<file path="src/rtl/bra_pkg.sv">
// ----------------------------------------------------------------------------
// bra_pkg
// Shared widths, command codes and the scan unit's result word for the
// contiguous first-fit bitmap allocator.
// ----------------------------------------------------------------------------
package bra_pkg;

    // Map word geometry
    localparam int WORD_BITS    = 32;
    localparam int BIT_W        = 5;
    localparam int MAP_BITS_DEF = 1024;

    // Field widths
    localparam int CMD_W = 2;
    localparam int IDX_W = 10;
    localparam int LEN_W = 11;
    localparam int CFG_W = 11;
    localparam int POS_W = 12;
    localparam int RUN_W = 12;
    localparam int CNTF_W = 6;

    // Stream word widths
    localparam int S_DATA_W = 24;
    localparam int M_DATA_W = 16;

    // Register reset value of the search bound
    localparam logic [CFG_W-1:0] BOUND_RST = 11'd1024;

    typedef enum logic [CMD_W-1:0] {
        CMD_SET   = 2'd0,
        CMD_CLEAR = 2'd1,
        CMD_TEST  = 2'd2,
        CMD_ALLOC = 2'd3
    } cmd_t;

    // Result of evaluating one map word during a run search
    typedef struct packed {
        logic                 hit;
        logic [POS_W-1:0]     start;
        logic [RUN_W-1:0]     run_next;
        logic [WORD_BITS-1:0] cur_free;
    } scan_res_t;

endpackage

</file>
<file path="src/rtl/bra_map_ram.sv">
// ----------------------------------------------------------------------------
// bra_map_ram
// Usage map storage: one write port and one read port, registered read data.
// ----------------------------------------------------------------------------
module bra_map_ram
    import bra_pkg::*;
#(
    parameter int DEPTH  = MAP_BITS_DEF / WORD_BITS,
    parameter int ADDR_W = 5
)
(
    input  logic                 clk,
    input  logic                 we,
    input  logic [ADDR_W-1:0]    waddr,
    input  logic [WORD_BITS-1:0] wdata,
    input  logic                 re,
    input  logic [ADDR_W-1:0]    raddr,
    output logic [WORD_BITS-1:0] rdata
);

    logic [WORD_BITS-1:0] mem [DEPTH];
    logic [WORD_BITS-1:0] rdata_reg;

    // Write port
    always_ff @(posedge clk)
    begin
        if (we)
        begin
            mem[waddr] <= wdata;
        end
    end

    // Read port
    always_ff @(posedge clk)
    begin
        if (re)
        begin
            rdata_reg <= mem[raddr];
        end
    end

    assign rdata = rdata_reg;

endmodule

</file>
<file path="src/rtl/bra_scan_unit.sv">
// ----------------------------------------------------------------------------
// bra_scan_unit
// Evaluates one map word per cycle for the run search. Short runs (up to one
// word) are found in a two-word window by doubling AND-shift masks; longer
// runs are tracked with a carried count of free entries.
// ----------------------------------------------------------------------------
module bra_scan_unit
    import bra_pkg::*;
(
    input  logic [WORD_BITS-1:0] word_data,
    input  logic [WORD_BITS-1:0] prev_free,
    input  logic [POS_W-1:0]     word_base,
    input  logic [CFG_W-1:0]     bound,
    input  logic [LEN_W-1:0]     want,
    input  logic [RUN_W-1:0]     run,
    output scan_res_t            res
);

    localparam int WIN_W = 2 * WORD_BITS;

    logic [POS_W-1:0]     room;
    logic [WORD_BITS-1:0] avail;
    logic [WORD_BITS-1:0] cur_free;
    logic [WIN_W-1:0]     pw [6];
    logic [WIN_W-1:0]     sel;
    logic [WIN_W-1:0]     runs;
    logic [WORD_BITS-1:0] hits;
    logic [2:0]           msb;
    logic [5:0]           pow;
    logic [5:0]           offset;
    logic [BIT_W-1:0]     first_end;
    logic [CNTF_W-1:0]    low_free;
    logic [CNTF_W-1:0]    high_free;
    logic [RUN_W-1:0]     run_sum;
    logic                 short_run;

    // Mask off entries at or above the search bound
    always_comb
    begin
        room = POS_W'(bound) - word_base;
        if (room >= POS_W'(WORD_BITS))
        begin
            avail = '1;
        end
        else
        begin
            avail = (WORD_BITS'(1) << room[BIT_W-1:0]) - WORD_BITS'(1);
        end
        cur_free = ~word_data & avail;
    end

    // Build power-of-two run masks over the two-word window
    always_comb
    begin
        pw[0] = {cur_free, prev_free};
        for (int i = 1; i < 6; i++)
        begin
            pw[i] = pw[i-1] & (pw[i-1] << (1 << (i - 1)));
        end
    end

    // Cover an arbitrary short length with two overlapping power masks
    always_comb
    begin
        msb = 3'd0;
        for (int k = 0; k < 6; k++)
        begin
            if (want[k])
            begin
                msb = 3'(k);
            end
        end
        pow    = 6'd1 << msb;
        offset = want[5:0] - pow;
        case (msb)
            3'd0:    sel = pw[0];
            3'd1:    sel = pw[1];
            3'd2:    sel = pw[2];
            3'd3:    sel = pw[3];
            3'd4:    sel = pw[4];
            default: sel = pw[5];
        endcase
        runs = sel & (sel << offset);
        hits = runs[WIN_W-1:WORD_BITS];
    end

    // Lowest run end in the current word
    always_comb
    begin
        first_end = '0;
        for (int k = WORD_BITS - 1; k >= 0; k--)
        begin
            if (hits[k])
            begin
                first_end = BIT_W'(k);
            end
        end
    end

    // Free entries at the bottom and top of the current word
    always_comb
    begin
        low_free  = CNTF_W'(WORD_BITS);
        high_free = CNTF_W'(WORD_BITS);
        for (int k = WORD_BITS - 1; k >= 0; k--)
        begin
            if (!cur_free[k])
            begin
                low_free = CNTF_W'(k);
            end
        end
        for (int k = 0; k < WORD_BITS; k++)
        begin
            if (!cur_free[k])
            begin
                high_free = CNTF_W'(WORD_BITS - 1 - k);
            end
        end
    end

    // Pick the result for short or long runs
    always_comb
    begin
        short_run = (want <= LEN_W'(WORD_BITS));
        run_sum   = run + RUN_W'(low_free);
        res.cur_free = cur_free;
        if (low_free == CNTF_W'(WORD_BITS))
        begin
            res.run_next = run + RUN_W'(WORD_BITS);
        end
        else
        begin
            res.run_next = RUN_W'(high_free);
        end
        if (short_run)
        begin
            res.hit   = |hits;
            res.start = word_base + POS_W'(first_end) + POS_W'(1) - POS_W'(want);
        end
        else
        begin
            res.hit   = (run_sum >= RUN_W'(want));
            res.start = word_base - POS_W'(run);
        end
    end

endmodule

</file>
<file path="src/rtl/bitmap_run_allocator_core.sv">
// ----------------------------------------------------------------------------
// bitmap_run_allocator_core
// Contiguous first-fit allocator over a usage bitmap held in word memory.
// Set, clear and test one entry, or allocate the lowest free run below the
// configured bound.
//
//   Channel  | Direction | Word contents (lowest bit first)
//   s_*      | in        | cmd[1:0], bit_index[11:2], run_length[22:12]
//   m_*      | out       | ok[0], run_start[10:1], bit_value[11]
//   cfg_*    | in        | bits_in_use[10:0], written when cfg_we is high
//
// Set, clear and test read the addressed word, then write or test it and respond.
// Allocate scans map words in order up to the word where the run ends, or, when
// no run fits, each word below the bound plus one step for the bound check; the
// words of the run are then marked by read-modify-write.
// The single map memory port pair limits each phase to one word a cycle.
// After reset a clearing pass writes all MAP_WORDS words, one a cycle;
// s_tready is low meanwhile.
// A waiting result sits in the output register; s_tready does not wait on it.
// ----------------------------------------------------------------------------
module bitmap_run_allocator_core
    import bra_pkg::*;
#(
    parameter int MAP_BITS = MAP_BITS_DEF
)
(
    input  logic                clk,
    input  logic                rst_n,
    input  logic                s_tvalid,
    output logic                s_tready,
    input  logic [S_DATA_W-1:0] s_tdata,   // cmd, bit_index, run_length
    output logic                m_tvalid,
    input  logic                m_tready,
    output logic [M_DATA_W-1:0] m_tdata,   // ok, run_start, bit_value
    input  logic                cfg_we,
    input  logic [CFG_W-1:0]    cfg_wdata  // bits_in_use
);

    localparam int MAP_WORDS = (MAP_BITS + WORD_BITS - 1) / WORD_BITS;
    localparam int ADDR_W    = (MAP_WORDS > 1) ? $clog2(MAP_WORDS) : 1;
    localparam int CNT_W     = $clog2(MAP_WORDS + 1);
    localparam int SEG_W     = POS_W - BIT_W;

    typedef enum logic [6:0] {
        ST_CLEAR   = 7'b0000001,
        ST_IDLE    = 7'b0000010,
        ST_ACCESS  = 7'b0000100,
        ST_SCAN    = 7'b0001000,
        ST_MARK_RD = 7'b0010000,
        ST_MARK_WR = 7'b0100000,
        ST_RESP    = 7'b1000000
    } state_t;

    state_t               state_reg,       state_next;
    logic [CFG_W-1:0]     bits_in_use_reg, bits_in_use_next;
    cmd_t                 cmd_reg,         cmd_next;
    logic [IDX_W-1:0]     idx_reg,         idx_next;
    logic [LEN_W-1:0]     len_reg,         len_next;
    logic [CNT_W-1:0]     wcnt_reg,        wcnt_next;
    logic [RUN_W-1:0]     run_reg,         run_next;
    logic [WORD_BITS-1:0] prev_free_reg,   prev_free_next;
    logic [POS_W-1:0]     start_reg,       start_next;
    logic [POS_W-1:0]     end_reg,         end_next;
    logic                 res_ok_reg,      res_ok_next;
    logic                 res_val_reg,     res_val_next;
    logic                 m_tvalid_reg,    m_tvalid_next;
    logic [M_DATA_W-1:0]  m_tdata_reg,     m_tdata_next;

    logic                 ram_we;
    logic [ADDR_W-1:0]    ram_waddr;
    logic [WORD_BITS-1:0] ram_wdata;
    logic                 ram_re;
    logic [ADDR_W-1:0]    ram_raddr;
    logic [WORD_BITS-1:0] ram_rdata;

    logic                 in_accept;
    cmd_t                 in_cmd;
    logic [IDX_W-1:0]     in_idx;
    logic [LEN_W-1:0]     in_len;
    logic [CFG_W-1:0]     bound;
    logic [31:0]          base_full;
    logic                 in_range;
    logic                 idx_ok;
    logic [WORD_BITS-1:0] bit_sel;
    logic [SEG_W-1:0]     start_word;
    logic [SEG_W-1:0]     end_word;
    logic                 at_first;
    logic                 at_last;
    logic [BIT_W-1:0]     mark_lo;
    logic [BIT_W-1:0]     mark_hi;
    logic [WORD_BITS-1:0] mark_mask;
    logic                 out_free;
    scan_res_t            scan_res;

    // Unpack the input word
    assign in_cmd    = cmd_t'(s_tdata[1:0]);
    assign in_idx    = s_tdata[11:2];
    assign in_len    = s_tdata[22:12];
    assign s_tready  = (state_reg == ST_IDLE);
    assign in_accept = s_tvalid && s_tready;
    assign out_free  = !m_tvalid_reg || m_tready;

    // Clamp the search bound to the map size
    assign bound = (32'(bits_in_use_reg) > 32'(MAP_BITS)) ? CFG_W'(MAP_BITS)
                                                           : bits_in_use_reg;
    assign base_full = 32'(wcnt_reg) << BIT_W;
    assign in_range  = base_full < 32'(bound);
    assign idx_ok    = 32'(idx_reg) < 32'(MAP_BITS);
    assign bit_sel   = WORD_BITS'(1) << idx_reg[BIT_W-1:0];

    // Per-word mark mask for the allocated run
    always_comb
    begin
        start_word = start_reg[POS_W-1:BIT_W];
        end_word   = end_reg[POS_W-1:BIT_W];
        at_first   = 32'(wcnt_reg) == 32'(start_word);
        at_last    = 32'(wcnt_reg) == 32'(end_word);
        mark_lo    = at_first ? start_reg[BIT_W-1:0] : '0;
        mark_hi    = at_last  ? end_reg[BIT_W-1:0]   : '1;
        mark_mask  = ({WORD_BITS{1'b1}} << mark_lo)
                   & ({WORD_BITS{1'b1}} >> (BIT_W'(WORD_BITS - 1) - mark_hi));
    end

    bra_map_ram #(
        .DEPTH  (MAP_WORDS),
        .ADDR_W (ADDR_W)
    ) u_map_ram (
        .clk   (clk),
        .we    (ram_we),
        .waddr (ram_waddr),
        .wdata (ram_wdata),
        .re    (ram_re),
        .raddr (ram_raddr),
        .rdata (ram_rdata)
    );

    bra_scan_unit u_scan_unit (
        .word_data (ram_rdata),
        .prev_free (prev_free_reg),
        .word_base (POS_W'(base_full)),
        .bound     (bound),
        .want      (len_reg),
        .run       (run_reg),
        .res       (scan_res)
    );

    // Sequencer and map port control
    always_comb
    begin
        state_next       = state_reg;
        bits_in_use_next = cfg_we ? cfg_wdata : bits_in_use_reg;
        cmd_next         = cmd_reg;
        idx_next         = idx_reg;
        len_next         = len_reg;
        wcnt_next        = wcnt_reg;
        run_next         = run_reg;
        prev_free_next   = prev_free_reg;
        start_next       = start_reg;
        end_next         = end_reg;
        res_ok_next      = res_ok_reg;
        res_val_next     = res_val_reg;
        m_tvalid_next    = m_tvalid_reg && !m_tready;
        m_tdata_next     = m_tdata_reg;

        ram_we    = 1'b0;
        ram_waddr = ADDR_W'(wcnt_reg);
        ram_wdata = '0;
        ram_re    = 1'b0;
        ram_raddr = ADDR_W'(wcnt_reg);

        unique case (state_reg)
            ST_CLEAR:
            begin
                ram_we = 1'b1;
                if (32'(wcnt_reg) == 32'(MAP_WORDS - 1))
                begin
                    wcnt_next  = '0;
                    state_next = ST_IDLE;
                end
                else
                begin
                    wcnt_next = wcnt_reg + CNT_W'(1);
                end
            end

            ST_IDLE:
            begin
                if (in_accept)
                begin
                    cmd_next       = in_cmd;
                    idx_next       = in_idx;
                    len_next       = in_len;
                    wcnt_next      = '0;
                    run_next       = '0;
                    prev_free_next = '0;
                    start_next     = '0;
                    res_val_next   = 1'b0;
                    res_ok_next    = 1'b0;
                    ram_re         = 1'b1;
                    if (in_cmd == CMD_ALLOC)
                    begin
                        ram_raddr  = '0;
                        state_next = (in_len == '0) ? ST_RESP : ST_SCAN;
                    end
                    else
                    begin
                        ram_raddr  = ADDR_W'(in_idx[IDX_W-1:BIT_W]);
                        state_next = ST_ACCESS;
                    end
                end
            end

            ST_ACCESS:
            begin
                ram_waddr   = ADDR_W'(idx_reg[IDX_W-1:BIT_W]);
                res_ok_next = idx_ok;
                unique case (cmd_reg)
                    CMD_SET:
                    begin
                        ram_we    = idx_ok;
                        ram_wdata = ram_rdata | bit_sel;
                    end
                    CMD_CLEAR:
                    begin
                        ram_we    = idx_ok;
                        ram_wdata = ram_rdata & ~bit_sel;
                    end
                    CMD_TEST:
                    begin
                        res_val_next = idx_ok && ram_rdata[idx_reg[BIT_W-1:0]];
                    end
                    default:
                    begin
                        res_ok_next = 1'b0;
                    end
                endcase
                state_next = ST_RESP;
            end

            ST_SCAN:
            begin
                // Fetch the following word while this one is evaluated
                ram_raddr = ADDR_W'(wcnt_reg + CNT_W'(1));
                ram_re    = (32'(wcnt_reg) + 32'd1) < 32'(MAP_WORDS);
                if (!in_range)
                begin
                    res_ok_next = 1'b0;
                    start_next  = '0;
                    state_next  = ST_RESP;
                end
                else if (scan_res.hit)
                begin
                    start_next = scan_res.start;
                    end_next   = scan_res.start + POS_W'(len_reg) - POS_W'(1);
                    wcnt_next  = CNT_W'(scan_res.start[POS_W-1:BIT_W]);
                    state_next = ST_MARK_RD;
                end
                else
                begin
                    wcnt_next      = wcnt_reg + CNT_W'(1);
                    run_next       = scan_res.run_next;
                    prev_free_next = scan_res.cur_free;
                end
            end

            ST_MARK_RD:
            begin
                ram_re     = 1'b1;
                state_next = ST_MARK_WR;
            end

            ST_MARK_WR:
            begin
                ram_we    = 1'b1;
                ram_wdata = ram_rdata | mark_mask;
                if (at_last)
                begin
                    res_ok_next = 1'b1;
                    state_next  = ST_RESP;
                end
                else
                begin
                    wcnt_next  = wcnt_reg + CNT_W'(1);
                    state_next = ST_MARK_RD;
                end
            end

            ST_RESP:
            begin
                // Hand the result over once the output register is free
                if (out_free)
                begin
                    m_tvalid_next = 1'b1;
                    m_tdata_next  = M_DATA_W'({res_val_reg,
                                              res_ok_reg ? start_reg[IDX_W-1:0]
                                                         : {IDX_W{1'b0}},
                                              res_ok_reg});
                    state_next    = ST_IDLE;
                end
            end

            default:
            begin
                state_next = ST_IDLE;
            end
        endcase
    end

    // Control registers
    always_ff @(posedge clk or negedge rst_n)
    begin
        if (!rst_n)
        begin
            state_reg       <= ST_CLEAR;
            bits_in_use_reg <= BOUND_RST;
            wcnt_reg        <= '0;
            m_tvalid_reg    <= 1'b0;
        end
        else
        begin
            state_reg       <= state_next;
            bits_in_use_reg <= bits_in_use_next;
            wcnt_reg        <= wcnt_next;
            m_tvalid_reg    <= m_tvalid_next;
        end
    end

    // Payload registers
    always_ff @(posedge clk)
    begin
        cmd_reg       <= cmd_next;
        idx_reg       <= idx_next;
        len_reg       <= len_next;
        run_reg       <= run_next;
        prev_free_reg <= prev_free_next;
        start_reg     <= start_next;
        end_reg       <= end_next;
        res_ok_reg    <= res_ok_next;
        res_val_reg   <= res_val_next;
        m_tdata_reg   <= m_tdata_next;
    end

    assign m_tvalid = m_tvalid_reg;
    assign m_tdata  = m_tdata_reg;

    // Marking never runs past the last word of the run
    assert property (@(posedge clk) disable iff (!rst_n)
        (state_reg == ST_MARK_WR) |-> (32'(wcnt_reg) <= 32'(end_word)))
        else $error("mark pass overran the run end word");

    // An allocated run lies wholly below the search bound
    assert property (@(posedge clk) disable iff (!rst_n)
        (state_reg == ST_MARK_RD) |-> (32'(end_reg) < 32'(bound)))
        else $error("allocated run crosses the search bound");

    // A zero-length allocate answers at once without scanning
    assert property (@(posedge clk) disable iff (!rst_n)
        (in_accept && (in_cmd == CMD_ALLOC) && (in_len == '0))
            |=> (state_reg == ST_RESP))
        else $error("zero-length allocate started a scan");

endmodule
</file>
<file path="config.mk">
export PLATFORM = sky130hd
export DESIGN_NAME = bitmap_run_allocator_core
export DESIGN_NICKNAME = d
export VERILOG_FILES = /design/src/rtl/bra_pkg.sv /design/src/rtl/bra_map_ram.sv /design/src/rtl/bra_scan_unit.sv /design/src/rtl/bitmap_run_allocator_core.sv
export SDC_FILE = /design/constraint.sdc
export NUM_CORES = 2
export LEC_CHECK = 0
export BUFFER_PORTS_ARGS = -buffer_cell sky130_fd_sc_hd__buf_2
export CAP_MARGIN = 15
export CORE_MARGIN = 10
export CORE_UTILIZATION = 35
export DETAILED_ROUTE_END_ITERATION = 7
export GPL_ROUTABILITY_DRIVEN = 1
export SYNTH_ARGS = -nofsm -noshare
export SYNTH_HDL_FRONTEND = slang
export SYNTH_SLANG_ARGS = --single-unit
</file>
<file path="constraint.sdc">
create_clock -name clk -period 9 [get_ports clk]
set_input_delay 0.9 -clock clk [delete_from_list [all_inputs] [get_ports clk]]
set_output_delay 0.9 -clock clk [all_outputs]
set_load 0.005 [all_outputs]
</file>
==> results by stage <==
Outcome:
- The flow ran to the end, and the final reports show no timing, DRC or antenna violations.

Routing:
- The DRC violation total after the first TritonRoute iteration is 5,957.
- In the routed design, unresolved DRC markers number 0.
- The average routed wire per standard cell is 26.25 um.
- The final wirelength is 229.4 mm.
- Dividing the detail-routed via count by the number of cells gives 5.912.
- The first detailed-routing pass ran for 7 iterations.
- The final route contains 51,650 vias.
- The number of antenna-violating nets in the routed design is 0.

Timing:
- The routed design could run at a clock period as short as 8.997 ns.
- For the pin with the worst max-slew slack, the measured transition is 1.268 ns.
- The worst path uses 99.97% of the clock period.
- The number of endpoints failing setup at the final stage is 0.
- The worst pin sits at a relative slew slack of 14.65%.
- In the final timing run, aggregate negative setup slack is 0 ns.
- The final critical-path setup slack is 0.002535 ns.
- Static timing analysis puts the maximum clock frequency at 111.1 MHz.
- The final hold violation count is 0.
- Setup repair after global routing could not meet its margin everywhere.
- On the final layout, the worst hold slack is 0.2235 ns.
- On the final layout, the worst clock skew is 0.08278 ns.
- The number of pins exceeding their max-slew limit in the final report is 0.

Clocking:
- The depth of the CTS H-tree is 3.
- The CTS tree is done.
- The clock root buffer is clkbuf_16.
- The number of clock buffers inserted by TritonCTS is 114.
- Clock-pin slew was measured on the worst setup and hold paths at 0.06 ns.
- The later pin in the worst-skew pair is clocked with a latency of 0.76 ns.
- The total clock sinks is 1,186.
- The clock passes through at most 3 buffers.

Floorplanning:
- The floorplan step defined a die boundary enclosing 195,400 sq um.
- 58 I/O pins were placed.
- The vertical die dimension is 442.0 um.
- The standard cell core area is 176,700 sq um.
- After floorplanning, the core was divided into 154 placement rows.
- Once the floorplan was initialized, standard cells occupied 35.28% of the core.
- The width of the die is 442.0 um.

Synth:
- The XOR/XNOR share of the synthesized area is 0.9836%.
- In the synthesized netlist the async set-or-reset flop fraction comes to 2.108%.
- The cell type contributing the most total cell area after synthesis is edfxtp_1.
- The synthesized area per cell is 10.95 sq um.
- Summing every instance area after synthesis gives 62,330 sq um.
- The post-synthesis cell type count is 106.
- The synthesized netlist devotes 14.74% of its cell area to simple gates.
- The adder and majority cell fraction of the synthesized area is 1.746%.
- In this run, synthesis inferred 1,161 flip-flops with an integrated enable.
- The fraction of the yosys area taken by sequential cells is 56.94%.
- The largest family of logic cells by synthesized area is compound AO/OA/AOI/OAI gates.
- The number of synthesis warnings is 0.
- The share of synthesized area spent on multiplexers is 2.296%.
- The synthesized netlist devotes 19.91% of its cell area to compound gates.
- In the synthesized netlist, the cells that appear most often are edfxtp_1 (1,161), nand2_1 (762), a211oi_1 (402).
- After technology mapping, the gate count stands at 5,693.
- In the post-synthesis netlist, the cell with the most instances is edfxtp_1.
- The most used flip-flop cell after synthesis is edfxtp_1.
- After synthesis, the largest area contributor takes up 55.93% of total cell area.
- The number of flip-flops and latches in the synthesized netlist is 1,186.
- Sorting the synthesized cells by area gives the leading types as edfxtp_1 (56%), a211oi_1 (4.8%), nand2_1 (4.6%), and2_1 (3.0%), a21oi_1 (2.5%).

Cells and area:
- The final instance area is 75,780 sq um.
- Of the cells placed in the final design, the portion with a size suffix greater than 1 is 21.87%.
- The register with the most flip-flops in the layout has 1,024 of them.
- The post-layout net count is 6,426.
- The area added between synthesis and finish is 21.58%.
- Measured on the finished design, the core utilization comes to 42.89%.
- The final non-filler cell total is 8,737.

Critical path:
- The data required time at the worst endpoint is 9.46 ns.
- Of all nets on the critical path, the largest fanout is 8.
- The kind of critical path is reg2reg.
- STA classifies the critical path startpoint as a flip-flop.
- The cell with the biggest individual delay on the critical path is nor4_1.
- In this run the critical register-to-register path is launched from u_map_ram.rdata[7].
- For flop-to-flop paths, the worst setup slack is 0.003 ns.
- The data arrival time at the worst-slack endpoint is 9.46 ns.
- The reg-to-reg critical path endpoint is end_reg[11].
- The logic depth of the worst register-to-register path is 40.
- The delay contributed by the slowest stage of the critical path is 1.02 ns.
- STA classifies the critical path endpoint as a flip-flop.

GRT:
- The global-route wire length before repair is 330.7 mm.
- The overflow left after global routing is 0.
- The global-route usage over all layers is 22.20%.
- The number of global-route vias before repair is 48,510.
- The number of antenna violations at the first check in global routing came to 8.
- Entering global routing, the biggest net connects 182 pins.

Place:
- The post-placement cell count is 8,490.
- Detailed placement finished with a half-perimeter wire length of 152.3 mm.
- The placer congestion estimate is 1.014.
- Summing all placed instances gives a cell area of 70,980 sq um.
- The total of buffers placed on input and output ports is 52.
- Timing analysis after detailed placement gives a worst setup slack of -0.7261 ns.

Flow run:
- The tool flagged a number of max-cap violations equal to 0.

Pwr:
- For this design the static power due to leakage is 26.95 nW.
- The worst vdd rail ir drop is 0.0003215 V.
- Dividing total power by cell area gives a power density of 306.0 nW/um^2.
- The total design power is 23.19 mW.

Hold path:
- The worst hold path belongs to the class in2async.
kinds of logic (layout without fill, tap and decap cells):
| logic type | after synthesis | count (layout) |
|---|---|---|
| XOR/XNOR | 70 | 70 |
| AO/OA/AOI/OAI | 1784 | 1784 |
| other | 1 | 5 |
| adder cells (fa/ha/maj) | 84 | 84 |
| flip-flops | 1186 | 1186 |
| AND/OR/NAND/NOR | 1920 | 1920 |
| multiplexers | 108 | 108 |
| buffers and inverters | 540 | 1240 |
layout make-up:
type,instances,area (sq um)
Fill cell,16620,100900
Sequential cell,1186,35490
Multi-Input combinational cell,3970,26140
Timing Repair Buffer,934,7422
Clock buffer,153,3020
Tap cell,2340,2928
Clock inverter,57,419.2
Inverter,96,362.8
Antenna cell,1,2.502
critical path: cells and delay by family (launching register included):
kind	cells	cell delay, ns
adder cells (fa/ha/maj)	5	1.40
multiplexers	1	0.34
XOR/XNOR	2	0.29
AND/OR/NAND/NOR	9	2.23
flip-flops	1	0.54
AO/OA/AOI/OAI	18	3.18
buffers and inverters	5	0.75
cells in the final DEF (no fill, tap or decap), types with 37 or more instances in the layout:
cell type,instances
o21ai_0,191
a311oi_1,132
clkbuf_1,38
inv_1,87
nor3_1,77
a211oi_1,391
ha_1,69
nor2_1,324
nand4_1,43
a21oi_1,281
clkbuf_16,120
mux2i_1,53
a21o_1,77
edfxtp_1,1161
nand2_1,759
nand3_1,95
nor2b_1,37
nand2b_1,52
clkinv_1,37
buf_2,53
a31oi_1,160
xnor2_1,41
o211ai_1,51
and2_1,300
buf_4,831
worst max-delay path by stage:
stage	from	to	slack, ns	cells after the start
final	u_map_ram.rdata[7]	end_reg[11]	0.003	40
after floorplan	len_reg[4]	end_reg[11]	0.12	43
after global routing	bits_in_use_reg[10]	end_reg[11]	-0.31	46
after detailed placement	bits_in_use_reg[10]	end_reg[11]	-0.73	46
after CTS	bits_in_use_reg[10]	end_reg[11]	0.01	45
after global placement	bits_in_use_reg[10]	end_reg[11]	-0.74	43
layer usage:
layer / track usage, % / part of all wire [%] / wire length, um
met5: 0 / 0 / 0
met4: 10.40 / 5.4 / 12400
met3: 3.356 / 7.8 / 17970
met2: 34.09 / 44 / 101200
met1: 30.73 / 43 / 97840
where the power goes:
part / internal [mW] / total, mW / switching, mW
Clock: 2.41 / 4.49 / 2.07
Combinational: 4.49 / 11.7 / 7.21
Sequential: 6.55 / 7.01 / 0.458
Total: 13.5 / 23.2 / 9.74
timing repair:
item / 4_1_cts / 5_1_grt
resized for setup: 56 / 151
hold buffers: 0 / 0
pin swaps: 10 / 60
endpoints found under the setup margin: 21 / 74
gates cloned: 0 / 4
buffers inserted: 1 / 18
Power figures use the tool's default switching activity.
